--- src/rtl/assert_macros.svh ---
// Assertion macros shared by the sequencer RTL files.
// No dependencies; include with the bare file name.
`ifndef ASSERT_MACROS_SVH
`define ASSERT_MACROS_SVH

// Checks a property at every rising clock edge outside of reset.
`define SSS_ASSERT(lbl, clk, rst_n, prop) \
  lbl: assert property (@(posedge clk) disable iff (!rst_n) (prop)) \
    else $error("sequencer assertion failed");

// Checks that the consequent holds in the cycle after the trigger.
`define SSS_ASSERT_NEXT(lbl, clk, rst_n, trig, cons) \
  lbl: assert property (@(posedge clk) disable iff (!rst_n) (trig) |=> (cons)) \
    else $error("sequencer assertion failed");

`endif

--- src/rtl/sss_pkg.sv ---
// Shared types and constants of the sample slice step sequencer.
// No dependencies.
`timescale 1ns / 1ps

package sss_pkg;

  localparam int unsigned PadW      = 4;
  localparam int unsigned Pads      = 16;
  localparam int unsigned PosW      = 13;
  localparam int unsigned SlotW     = 5;
  localparam int unsigned GainW     = 7;
  localparam int unsigned DeltaW    = 8;
  localparam logic [PosW-1:0] FullScale = 13'd4096;

  // Input item kinds.
  typedef enum logic [1:0] {
    OP_TICK   = 2'd0,
    OP_PAD    = 2'd1,
    OP_RECORD = 2'd2,
    OP_ENCODE = 2'd3
  } op_e;

  // Held key modes.
  localparam logic [1:0] MODE_NONE    = 2'd0;
  localparam logic [1:0] MODE_SOUND   = 2'd1;
  localparam logic [1:0] MODE_PATTERN = 2'd2;
  localparam logic [1:0] MODE_BOTH    = 2'd3;

  typedef struct packed {
    logic [PosW-1:0] start;
    logic [PosW-1:0] length;
  } slice_t;

  typedef struct packed {
    logic             re;
    logic             we;
    logic [PadW-1:0]  addr;
    logic [SlotW-1:0] wdata;
  } pat_req_t;

  typedef struct packed {
    logic            re;
    logic            we;
    logic [PadW-1:0] addr;
    slice_t          wdata;
  } sl_req_t;

endpackage

--- src/rtl/sss_pattern_mem.sv ---
// Pattern memory: one slot per step, 0 for empty, k for pad k-1.
// Depends on sss_pkg and assert_macros.svh.
`timescale 1ns / 1ps
`include "assert_macros.svh"

module sss_pattern_mem
  import sss_pkg::*;
(
  input  logic             clk_i,
  input  logic             rst_ni,
  input  pat_req_t         req_i,
  output logic [SlotW-1:0] rdata_o,
  output logic [Pads-1:0]  filled_o
);

  logic [SlotW-1:0] mem [Pads];
  logic [SlotW-1:0] rd_q;
  logic [PadW-1:0]  ra_q;
  logic [Pads-1:0]  filled_q;

  always_ff @(posedge clk_i) begin
    if (req_i.we) begin
      mem[req_i.addr] <= req_i.wdata;
    end
    if (req_i.re) begin
      rd_q <= mem[req_i.addr];
      ra_q <= req_i.addr;
    end
  end

  // A filled bit per step stands for a nonzero slot, so reset needs no sweep.
  always_ff @(posedge clk_i or negedge rst_ni) begin
    if (!rst_ni) begin
      filled_q <= '0;
    end else if (req_i.we) begin
      filled_q[req_i.addr] <= (req_i.wdata != '0);
    end
  end

  assign rdata_o  = filled_q[ra_q] ? rd_q : '0;
  assign filled_o = filled_q;

  `SSS_ASSERT(a_pat_no_rw_overlap, clk_i, rst_ni, !(req_i.we && req_i.re))

endmodule

--- src/rtl/sss_slice_mem.sv ---
// Slice memory: start and length of each pad's slice, Q1.12.
// Depends on sss_pkg and assert_macros.svh.
`timescale 1ns / 1ps
`include "assert_macros.svh"

module sss_slice_mem
  import sss_pkg::*;
(
  input  logic    clk_i,
  input  logic    rst_ni,
  input  sl_req_t req_i,
  output slice_t  rdata_o
);

  slice_t          mem [Pads];
  slice_t          rd_q;
  logic [PadW-1:0] ra_q;
  logic [Pads-1:0] vld_q;
  slice_t          rst_val;

  always_ff @(posedge clk_i) begin
    if (req_i.we) begin
      mem[req_i.addr] <= req_i.wdata;
    end
    if (req_i.re) begin
      rd_q <= mem[req_i.addr];
      ra_q <= req_i.addr;
    end
  end

  always_ff @(posedge clk_i or negedge rst_ni) begin
    if (!rst_ni) begin
      vld_q <= '0;
    end else if (req_i.we) begin
      vld_q[req_i.addr] <= 1'b1;
    end
  end

  // Untouched entries read as their reset slice: pad i starts at i/16.
  always_comb begin
    rst_val.start  = {1'b0, ra_q, 8'd0};
    rst_val.length = FullScale >> 4;
  end

  assign rdata_o = vld_q[ra_q] ? rd_q : rst_val;

  `SSS_ASSERT(a_sl_no_rw_overlap, clk_i, rst_ni, !(req_i.we && req_i.re))

endmodule

--- src/rtl/sss_nudge.sv ---
// Encoder nudge: adds gain times delta to a position and clamps to 0..1.0.
// Depends on sss_pkg.
`timescale 1ns / 1ps

module sss_nudge
  import sss_pkg::*;
(
  input  logic [PosW-1:0]          cur_i,
  input  logic [GainW-1:0]         gain_i,
  input  logic signed [DeltaW-1:0] delta_i,
  output logic [PosW-1:0]          pos_o
);

  logic signed [15:0] prod;
  logic signed [16:0] sum;

  always_comb begin
    prod = $signed({9'd0, gain_i}) * $signed({{8{delta_i[DeltaW-1]}}, delta_i});
    sum  = $signed({prod[15], prod}) + $signed({4'd0, cur_i});
    if (sum[16]) begin
      pos_o = '0;
    end else if (sum > $signed({4'd0, FullScale})) begin
      pos_o = FullScale;
    end else begin
      pos_o = sum[PosW-1:0];
    end
  end

endmodule

--- src/rtl/sample_slice_step_sequencer.sv ---
// Top level of the sample slice step sequencer: control sequencer and output register.
// Depends on sss_pkg, sss_pattern_mem, sss_slice_mem, sss_nudge, assert_macros.svh.
`timescale 1ns / 1ps
`include "assert_macros.svh"

// The sequencer takes one event item at a time: a step tick, a pad press, a
// record toggle or an encoder move. Its pattern and slice tables live in two
// small synchronous memories that are read in the accept cycle and written
// back in the following cycle. An item passes from accept through evaluate
// and write back to result load; a tick whose step holds a slice also passes
// through a play step, since the slice memory is read a second time at the
// address that the pattern slot gives. The next item is accepted as soon as
// the result sits in the output register, even while it waits to be taken;
// only a result that finds the output register still full waits. Each item
// yields exactly one result item carrying the lights and status after the
// update. Reset needs no clearing pass: per-entry valid bits stand in for the
// reset contents of both memories. The user must write the encoder gain through
// cfg_we_i / cfg_wdata_i only while the block is idle; the block does not enforce it.
module sample_slice_step_sequencer
  import sss_pkg::*;
#(
  parameter int unsigned STEPS = 16
) (
  input  logic             clk_i,
  input  logic             rst_ni,
  // Configuration: encoder gain.
  input  logic             cfg_we_i,
  input  logic [GainW-1:0] cfg_wdata_i,
  // Input items.
  input  logic             s_axis_tvalid_i,
  output logic             s_axis_tready_o,
  // tdata: pad [3:0], held_mode [5:4], start_delta [13:6],
  // length_delta [21:14], zero [23:22].
  input  logic [23:0]      s_axis_tdata_i,
  // tuser: op [1:0].
  input  logic [1:0]       s_axis_tuser_i,
  // Result items.
  output logic             m_axis_tvalid_o,
  input  logic             m_axis_tready_i,
  // tdata: slice_start [12:0], slice_length [25:13], led_mask [41:26],
  // record_on [42], step_now [46:43], zero [47].
  output logic [47:0]      m_axis_tdata_o,
  // tuser: trigger [0].
  output logic [0:0]       m_axis_tuser_o
);

  localparam int unsigned StepW = (STEPS > 1) ? $clog2(STEPS) : 1;

  typedef enum logic [3:0] {
    ST_IDLE = 4'b0001,
    ST_EVAL = 4'b0010,
    ST_PLAY = 4'b0100,
    ST_DONE = 4'b1000
  } state_e;

  state_e state_q, state_d;

  // Architectural state held in flip-flops.
  logic [GainW-1:0] gain_q;
  logic [StepW-1:0] step_q;
  logic [PadW-1:0]  last_pad_q;
  logic             rec_q;
  logic [PadW-1:0]  chan_q;

  // The accepted item.
  op_e                     op_q;
  logic [PadW-1:0]         pad_q;
  logic [1:0]              mode_q;
  logic signed [DeltaW-1:0] sd_q;
  logic signed [DeltaW-1:0] ld_q;

  // Result payload gathered while the item is worked on.
  logic            trig_q;
  slice_t          play_q;

  // Output register.
  logic            out_vld_q;
  logic [47:0]     out_data_q;
  logic            out_trig_q;

  logic             accept;
  logic [StepW-1:0] step_nxt;
  logic [StepW+3:0] step_nxt_ext;
  logic [StepW+3:0] step_cur_ext;
  logic             sound;
  logic [SlotW-1:0] slot_new;

  pat_req_t         pat_req;
  sl_req_t          sl_req;
  logic [SlotW-1:0] pat_rdata;
  logic [Pads-1:0]  filled;
  slice_t           sl_rdata;
  logic [PosW-1:0]  start_new;
  logic [PosW-1:0]  length_new;
  logic [Pads-1:0]  leds;
  logic             out_free;

  assign accept          = s_axis_tvalid_i && s_axis_tready_o;
  assign s_axis_tready_o = (state_q == ST_IDLE);

  // Step wraps at STEPS; the pattern memory is indexed by its low four bits.
  assign step_nxt     = (step_q == StepW'(STEPS - 1)) ? '0 : step_q + 1'b1;
  assign step_nxt_ext = {4'd0, step_nxt};
  assign step_cur_ext = {4'd0, step_q};

  assign sound    = (mode_q == MODE_SOUND) || (mode_q == MODE_BOTH);
  assign slot_new = {1'b0, last_pad_q} + 1'b1;
  assign out_free = !out_vld_q || m_axis_tready_i;

  sss_pattern_mem u_pat (
    .clk_i    (clk_i),
    .rst_ni   (rst_ni),
    .req_i    (pat_req),
    .rdata_o  (pat_rdata),
    .filled_o (filled)
  );

  sss_slice_mem u_slice (
    .clk_i   (clk_i),
    .rst_ni  (rst_ni),
    .req_i   (sl_req),
    .rdata_o (sl_rdata)
  );

  sss_nudge u_nudge_start (
    .cur_i   (sl_rdata.start),
    .gain_i  (gain_q),
    .delta_i (sd_q),
    .pos_o   (start_new)
  );

  sss_nudge u_nudge_length (
    .cur_i   (sl_rdata.length),
    .gain_i  (gain_q),
    .delta_i (ld_q),
    .pos_o   (length_new)
  );

  // Memory requests. Reads go out in the accept cycle, write-backs while the
  // read data is evaluated, and a playing tick reads the slice memory again.
  always_comb begin
    pat_req              = '0;
    sl_req               = '0;
    state_d              = state_q;
    case (state_q)
      ST_IDLE: begin
        if (accept) begin
          pat_req.re = 1'b1;
          pat_req.addr = (op_e'(s_axis_tuser_i) == OP_TICK) ? step_nxt_ext[3:0]
                                                            : s_axis_tdata_i[3:0];
          sl_req.re   = 1'b1;
          sl_req.addr = (op_e'(s_axis_tuser_i) == OP_ENCODE) ? last_pad_q
                                                             : s_axis_tdata_i[3:0];
          state_d     = ST_EVAL;
        end
      end
      ST_EVAL: begin
        state_d = ST_DONE;
        case (op_q)
          OP_TICK: begin
            if (pat_rdata != '0) begin
              sl_req.re   = 1'b1;
              sl_req.addr = pat_rdata[PadW-1:0] - 1'b1;
              state_d     = ST_PLAY;
            end
          end
          OP_PAD: begin
            if (!sound && (mode_q == MODE_NONE) && rec_q) begin
              pat_req.we    = 1'b1;
              pat_req.addr  = pad_q;
              pat_req.wdata = (pat_rdata == slot_new) ? '0 : slot_new;
            end
          end
          OP_ENCODE: begin
            sl_req.we           = 1'b1;
            sl_req.addr         = last_pad_q;
            sl_req.wdata.start  = start_new;
            sl_req.wdata.length = length_new;
          end
          default: begin
          end
        endcase
      end
      ST_PLAY: begin
        state_d = ST_DONE;
      end
      ST_DONE: begin
        if (out_free) begin
          state_d = ST_IDLE;
        end
      end
      default: begin
        state_d = ST_IDLE;
      end
    endcase
  end

  // Lights after the update: the chosen channel while the sound key is held,
  // otherwise the current step together with every filled step.
  always_comb begin
    if (sound) begin
      leds = Pads'(1) << chan_q;
    end else begin
      leds = (Pads'(1) << step_cur_ext[3:0]) | filled;
    end
  end

  always_ff @(posedge clk_i or negedge rst_ni) begin
    if (!rst_ni) begin
      state_q    <= ST_IDLE;
      gain_q     <= GainW'(4);
      step_q     <= '0;
      last_pad_q <= '0;
      rec_q      <= 1'b0;
      chan_q     <= '0;
      out_vld_q  <= 1'b0;
    end else begin
      state_q <= state_d;
      if (cfg_we_i) begin
        gain_q <= cfg_wdata_i;
      end
      if (state_q == ST_EVAL) begin
        case (op_q)
          OP_TICK: begin
            step_q <= step_nxt;
          end
          OP_PAD: begin
            if (sound) begin
              chan_q <= pad_q;
            end else if ((mode_q == MODE_NONE) && !rec_q) begin
              last_pad_q <= pad_q;
            end
          end
          OP_RECORD: begin
            rec_q <= !rec_q;
          end
          default: begin
          end
        endcase
      end
      if ((state_q == ST_DONE) && out_free) begin
        out_vld_q <= 1'b1;
      end else if (m_axis_tready_i) begin
        out_vld_q <= 1'b0;
      end
    end
  end

  // Item and payload registers carry no reset.
  always_ff @(posedge clk_i) begin
    if (accept) begin
      op_q   <= op_e'(s_axis_tuser_i);
      pad_q  <= s_axis_tdata_i[3:0];
      mode_q <= s_axis_tdata_i[5:4];
      sd_q   <= s_axis_tdata_i[13:6];
      ld_q   <= s_axis_tdata_i[21:14];
    end
    if (state_q == ST_EVAL) begin
      // Only a pad press in normal mode with record off plays here.
      if ((op_q == OP_PAD) && !sound && (mode_q == MODE_NONE) && !rec_q) begin
        trig_q <= 1'b1;
        play_q <= sl_rdata;
      end else begin
        trig_q <= 1'b0;
        play_q <= '0;
      end
    end
    if (state_q == ST_PLAY) begin
      trig_q <= 1'b1;
      play_q <= sl_rdata;
    end
    if ((state_q == ST_DONE) && out_free) begin
      out_trig_q <= trig_q;
      out_data_q <= {1'b0, step_cur_ext[3:0], rec_q, leds, play_q.length, play_q.start};
    end
  end

  assign m_axis_tvalid_o = out_vld_q;
  assign m_axis_tdata_o  = out_data_q;
  assign m_axis_tuser_o  = out_trig_q;

  `SSS_ASSERT_NEXT(a_accept_to_eval, clk_i, rst_ni, accept, state_q == ST_EVAL)
  `SSS_ASSERT(a_play_after_eval, clk_i, rst_ni,
    (state_q != ST_PLAY) || ($past(state_q) == ST_EVAL))
  `SSS_ASSERT(a_no_trig_zero_slice, clk_i, rst_ni,
    !(m_axis_tvalid_o && !m_axis_tuser_o[0]) || (m_axis_tdata_o[25:0] == 26'd0))

endmodule
--- config.mk ---
export PLATFORM = sky130hd
export DESIGN_NAME = sample_slice_step_sequencer
export DESIGN_NICKNAME = d
export VERILOG_FILES = /design/src/rtl/sss_pkg.sv /design/src/rtl/sss_pattern_mem.sv /design/src/rtl/sss_slice_mem.sv /design/src/rtl/sss_nudge.sv /design/src/rtl/sample_slice_step_sequencer.sv
export VERILOG_INCLUDE_DIRS = /design/src /design/src/rtl
export SDC_FILE = /design/constraint.sdc
export NUM_CORES = 1
export LEC_CHECK = 0
export BUFFER_PORTS_ARGS = -buffer_cell sky130_fd_sc_hd__buf_2
export CORE_MARGIN = 2
export CORE_UTILIZATION = 30
export CTS_CLUSTER_SIZE = 14
export DETAILED_ROUTE_END_ITERATION = 10
export SKIP_LAST_GASP = 1
export SYNTH_ARGS = -nofsm -noshare
export SYNTH_HDL_FRONTEND = slang
export SYNTH_SLANG_ARGS = --single-unit
--- constraint.sdc ---
create_clock -name clk_i -period 14.7 [get_ports clk_i]
set_input_delay 2.94 -clock clk_i [delete_from_list [all_inputs] [get_ports clk_i]]
set_output_delay 2.94 -clock clk_i [all_outputs]
set_load 0.02 [all_outputs]
==> After elaboration in Yosys (flattened, before gate mapping) <==
Memory sizes are Yosys's and may differ from the RTL's. A register that Yosys moved wholly into a read port is not among the register bits.
Cells that the tools add are included.
{ "totals": {"n_memories": 2, "ff_bits": 164, "in_bits": 38, "output_inout_bits": 51, "ram_bits": 496, "wordCells": 138} }
{ "op_classes": {"eq_ne": 14, "n_shift": 2, "mul": 2, "n_reduce_logical": 27, "bitwise": 3, "n_lt_le_gt_ge": 8, "add_sub_neg": 5, "n_mux": 54} }
{ "mem_list": {"columns": ["name", "depth", "word_bits", "rd", "rd_ports_with_merged_regs", "write_ports", "line_no", "text"], "rows": [
  ["u_slice.mem", 16, 26, 1, 1, 1, "sss_slice_mem.sv:15", "slice_t mem [Pads];"],
  ["u_pat.mem", 16, 5, 1, 1, 1, "sss_pattern_mem.sv:16", "logic [SlotW-1:0] mem [Pads];"]
]} }
{ "ops": {"columns": ["op", "n"], "rows": [
  ["$mux 26", 6],
  ["$mux 13", 4],
  ["$mux 4", 10],
  ["$add 16x14->17", 2],
  ["$gt 17x14->1 const B", 2],
  ["$mul 8x8->16", 2],
  ["$or 16x16->16", 2],
  ["$shl 1x4->16 const A", 2],
  ["$pmux 4 s2", 3],
  ["$lt 4x5->1 const B", 4],
  ["$mux 10", 2],
  ["$mux 1", 18],
  ["$bwmux 16", 1],
  ["$mux 16", 1],
  ["$pmux 4 s4", 1],
  ["$mux 5", 3],
  ["$logic_and 1x1->1", 10],
  ["$reduce_bool 5->1", 2],
  ["$bmux 1 s4", 2],
  ["$demux 1 s4", 2],
  ["$eq 2x2->1 const B", 4],
  ["$eq 4x4->1 const B", 2],
  ["$ge 4x1->1 const B", 2],
  ["$logic_not 2->1", 3],
  ["other kinds (18)", 25]
]} }

==> Longest topological paths before layout <==
{ "logic_depth": {"depth_word": 13, "ltp_mapped": 29, "mapped_depth_nobuf": 25} }

==> Hierarchy <==
From an unflattened synthesis, not the netlist that was laid out.
{ "hier_totals": {"hier_cells": 1938, "area_unflattened_um2": 32386.1} }
{ "modules_own_cells": {"columns": ["module", "cells_per_inst", "area_each_um2", "n_inst"], "rows": [
  ["sss_slice_mem", 708, 17523.1, 1],
  ["sample_slice_step_sequencer", 379, 5283.8, 1],
  ["sss_pattern_mem", 227, 4220.3, 1],
  ["sss_nudge at u_nudge_length", 318, 2696.3, 1],
  ["sss_nudge at u_nudge_start", 306, 2662.6, 1]
]} }

==> Worst setup path after synthesis <==
Ideal clock, no wire load.
{ "synth_timing": {"kind": "reg2reg", "start": "register u_slice.ra_q[0]", "end": "memory u_slice.mem[0][18] (netlist name), data pin", "n_path_buf": 3, "t_required_ps": 14322, "setup_slack_ps": 7257, "stages_incl_launch_ff": 26, "arrival_ps": 7066, "setup_time_ps": 378, "cell_sequence": "edfxtp_1 -> clkbuf_1 -> mux4_2 -> nor2b_1 -> a211oi_1 -> a21oi_1 -> clkbuf_1 -> buf_1 -> nand2_1 -> fa_1 -> inv_1 -> fa_1 -> inv_1 -> fa_1 -> inv_1 -> fa_1 -> fa_1 -> ha_1 -> o21ai_0 -> a21boi_0 -> o21ai_0 -> a21oi_1 -> o221ai_1 -> a311oi_1 -> nand4_1 -> nor4_1"} }
{ "synth_lines": {"columns": ["item", "line_no", "text"], "rows": [
  ["from (decl)", "sss_slice_mem.sv:17", "logic [PadW-1:0] ra_q;"],
  ["from (signal assigned)", "sss_slice_mem.sv:27", "ra_q <= req_i.addr;"],
  ["to (decl)", "sss_slice_mem.sv:15", null]
]} }

==> flow_metrics.tcl <==
set metrics [dict create \
    gp_congestion 0.815 \
    antenna_found_initial 1 \
    synth-compound-area-share_pct 5.79 \
    critical_path_class "reg -> reg" \
    ios 89 \
    drive_above_1_share_pct 14.0 \
    route.detailed.drc 0 \
    avgSynthCellArea_um2 12.9 \
    crit_path_frequent_cell "fa_1" \
    clockBufferDepth 3 \
    synth-simple-area-share_pct 13.3 \
    slew_headroom_pct 20.5 \
    synth_ff_type "edfxtp_1" \
    critical_path.cell_chain "mux4_2 -> nor2b_1 -> a211oi_1 -> a21oi_2 -> buf_4 -> nand2_1 -> fa_1 -> inv_1 -> fa_1 -> ha_1 -> fa_1 -> ha_1 -> ha_1 -> inv_1 -> fa_1 -> nor2b_1 -> o21ai_0 -> a21boi_0 -> o21ai_0 -> a21oi_1 -> o221ai_1 -> a311oi_1 -> nand4_1 -> nor4_2" \
    ff2ff_setup_slack_ns 6.73 \
    slew_violations 0 \
    cts_tree "built" \
    synthDistinctLibCells 67 \
    ant_nets 0 \
    end_kind "flop" \
    area.growth.synth_to_final_pct 14.5 \
    async_reset_ff_share_pct 8.25 \
    crit_fanout 26 \
    rows 120 \
    synth_top_family_by_area "simple AND/OR/NAND/NOR gates" \
    peakVddDrop_mv 0.180 \
    fmax_ghz 0.126 \
    ys_warn_count 0 \
    p_per_area_mw_per_mm2 184 \
    r2r_end "u_slice.mem[10][18]" \
    start_util_pct 30.2 \
    cts_hold_buf 0 \
    die-area_mm2 0.110 \
    post-route-min-period_ns 7.97 \
    holdPathEnd "m_axis_tdata_o[8]" \
    drt-total-wl_um 77600 \
    synthMuxAreaShare_pct 3.49 \
    firstDrtPassIters 5 \
    post-route-period-util_pct 54.2 \
    port_buffers 85 \
    syn_area_mm2 0.0322 \
    drtIter0Drc 1733 \
    r2r_cells 24 \
    cp_data_required_time_ns 14.96 \
    synth_area_leaders "edfxtp_1 59%, nand2_1 5.6%, fa_1 5.3%, ha_1 4.4%, dfrtp_1 4.3%" \
    finalSetupViolCount 0 \
    syn_nets 2730 \
    synth_seq_area_share_pct 63.5 \
    skew_ns 0.0292 \
    worst_slew_pin_slew_ns 1.18 \
    synth_top_area_share_pct 59.0 \
    fin_nets 2840 \
    hold_depth 0 \
    grt_pass1_wl_um 119000 \
    die-width_um 332 \
    wl_per_cell_um 19.1 \
    yosysTopAreaCell "edfxtp_1" \
    syn_inst 2493 \
    slowest_stage "nor4_2" \
    post_cts_buffers 0 \
    cp-start-kind "flop" \
    cts_made_buffers 75 \
    dpl.cell_count 3929 \
    cts-root-buf "clkbuf_16" \
    htreeDepth 3 \
    min-delay-start "play_q[21]" \
    cts.sinks 691 \
    finalSetupTns_ns 0 \
    yosys.area_share.adder_pct 9.73 \
    reg2reg_from "u_slice.ra_q[0]" \
    hold_viol 0 \
    seq_area_mm2 0.0205 \
    coreArea_mm2 0.107 \
    clock_latency_ns 0.63 \
    avgViaCountPerCell 4.93 \
    post_cts_resized 0 \
    p_leak_nw 13.1 \
    cp.arrival_ns 8.23 \
    max_stage_delay_ns 1.06 \
    grt_usage_pct 14.0 \
    dp_hpwl_um 48000 \
    grt_start_max_net_pins 109 \
    hold_path_class "reg -> reg" \
    final_cells 4060 \
    multi_input_area_mm2 0.0108 \
    via_count 20005 \
    grt_pass1_vias 19445 \
    dieHeight_um 332 \
    clkTransAtPathRegs_ns 0.06 \
    ys_ff_latch 691 \
    status "finished, final reports clean" \
    synth-edff-count 633 \
    drv_cap 0 \
    grt-ovfl-total 0 \
    rsz0062_at_grt "false" \
    fillCellCount 10347 \
    synth_xor_area_share_pct 0.598 \
]
report_power, final:
group,switching [mW],total [mW],internal [mW]
Combinational,1.53,2.60,1.06
Clock,0.776,1.81,1.03
Sequential,0.116,2.38,2.27
Total,2.42,6.79,4.36
logic make-up after synthesis:
| logic type | Yosys count |
|---|---|
| xor+xnor | 22 |
| simple gates | 936 |
| fa+ha+maj | 199 |
| flops | 691 |
| buf+inv | 283 |
| other cells | 1 |
| mux | 71 |
| compound gates | 290 |
layout by cell type (no fill, tap or decap), types with 25 or more instances in the layout:
cell type and count:
nor2_1 54, buf_4 66, a21oi_1 117, clkbuf_16 77, fa_1 86, nor2b_1 31
o22ai_1 45, ha_1 113, a32oi_1 25, edfxtp_1 633, nand3_1 133, nand2_1 477
dfrtp_1 55, nor3_1 54, and2_1 69, inv_1 162, mux4_2 31, buf_2 85
state kept, by name, summed over array words and instances (netlist names), 2 cells and up:
signal and flops:
ld_q 8, chan_q 4, gain_q 7, u_pat.mem 80
u_pat.rd_q 5, sd_q 8, m_axis_tdata_o 47, u_pat.ra_q 4
u_slice.ra_q 4, step_q 4, last_pad_q 4, state_q 4
u_slice.rd_q 26, u_pat.filled_o 16, play_q 26, pad_q 4
mode_q 2, u_slice.mem 416, op_q 2, u_slice.vld_q 16
stage by stage:
step / hold WS (ns) / setup slack [ns] / cell area (µm²) / util (%) / total power, mW
2_1_floorplan: 0.400 / 7.26 / 32200 / - / 4.41
3_3_place_gp: 0.406 / 6.82 / 34600 / 32.4 / 5.02
3_5_place_dp: 0.405 / 6.78 / 34600 / 32.4 / 5.03
4_1_cts: 0.418 / 6.73 / 36900 / 34.6 / 6.85
5_1_grt: 0.425 / 5.96 / 36900 / 34.6 / 7.29
6_report: 0.416 / 6.73 / 36900 / 34.6 / 6.79
final cells by class:
class	count	area share, %
antenna	2	0.0136
clock buffer	93	5.47
clock inverter	36	0.841
inverter	165	1.70
multi-input combinational	1519	29.3
sequential	691	55.5
tap	1403	4.76
timing repair buffer	151	2.50
per-layer routing:
| metal | up-vias | global-route usage (%) | wire [µm] |
|---|---|---|---|
| met4 | 0 | 5.01 | 2220 |
| met1 | 10044 | 19.4 | 34200 |
| met5 | - | 0 | 0 |
| li1 | 9162 | - | - |
| met2 | 680 | 21.9 | 35600 |
| met3 | 119 | 2.49 | 5500 |
cell usage after synthesis (45+ instances only):
| cell type | number |
|---|---|
| a21oi_1 | 119 |
| o22ai_1 | 45 |
| inv_1 | 162 |
| fa_1 | 86 |
| ha_1 | 113 |
| nand2_1 | 479 |
| edfxtp_1 | 633 |
| and2_1 | 69 |
| dfrtp_1 | 55 |
| nor3_1 | 55 |
| nor2_1 | 71 |
| nand3_1 | 133 |
| clkbuf_1 | 62 |
worst max path at each step:
stage	startpoint	to	cells after the start
floorplan	u_slice.ra_q[0]	u_slice.mem[0][18]	25
global placement	u_slice.ra_q[0]	u_slice.mem[6][18]	24
detailed placement	u_slice.ra_q[0]	u_slice.mem[3][18]	24
CTS	u_slice.ra_q[0]	u_slice.mem[1][18]	24
global route	u_slice.ra_q[0]	u_slice.mem[15][18]	24
finish	u_slice.ra_q[0]	u_slice.mem[10][18]	24
critical path: cells and delay by family (launching register included):
family          cells  cell delay (ns)
fa+ha+maj           7             2.44
simple gates        5             1.99
compound gates      8             1.68
flops               1             0.53
mux                 1             0.53
buf+inv             3             0.38
Power figures use the tool's default switching activity.
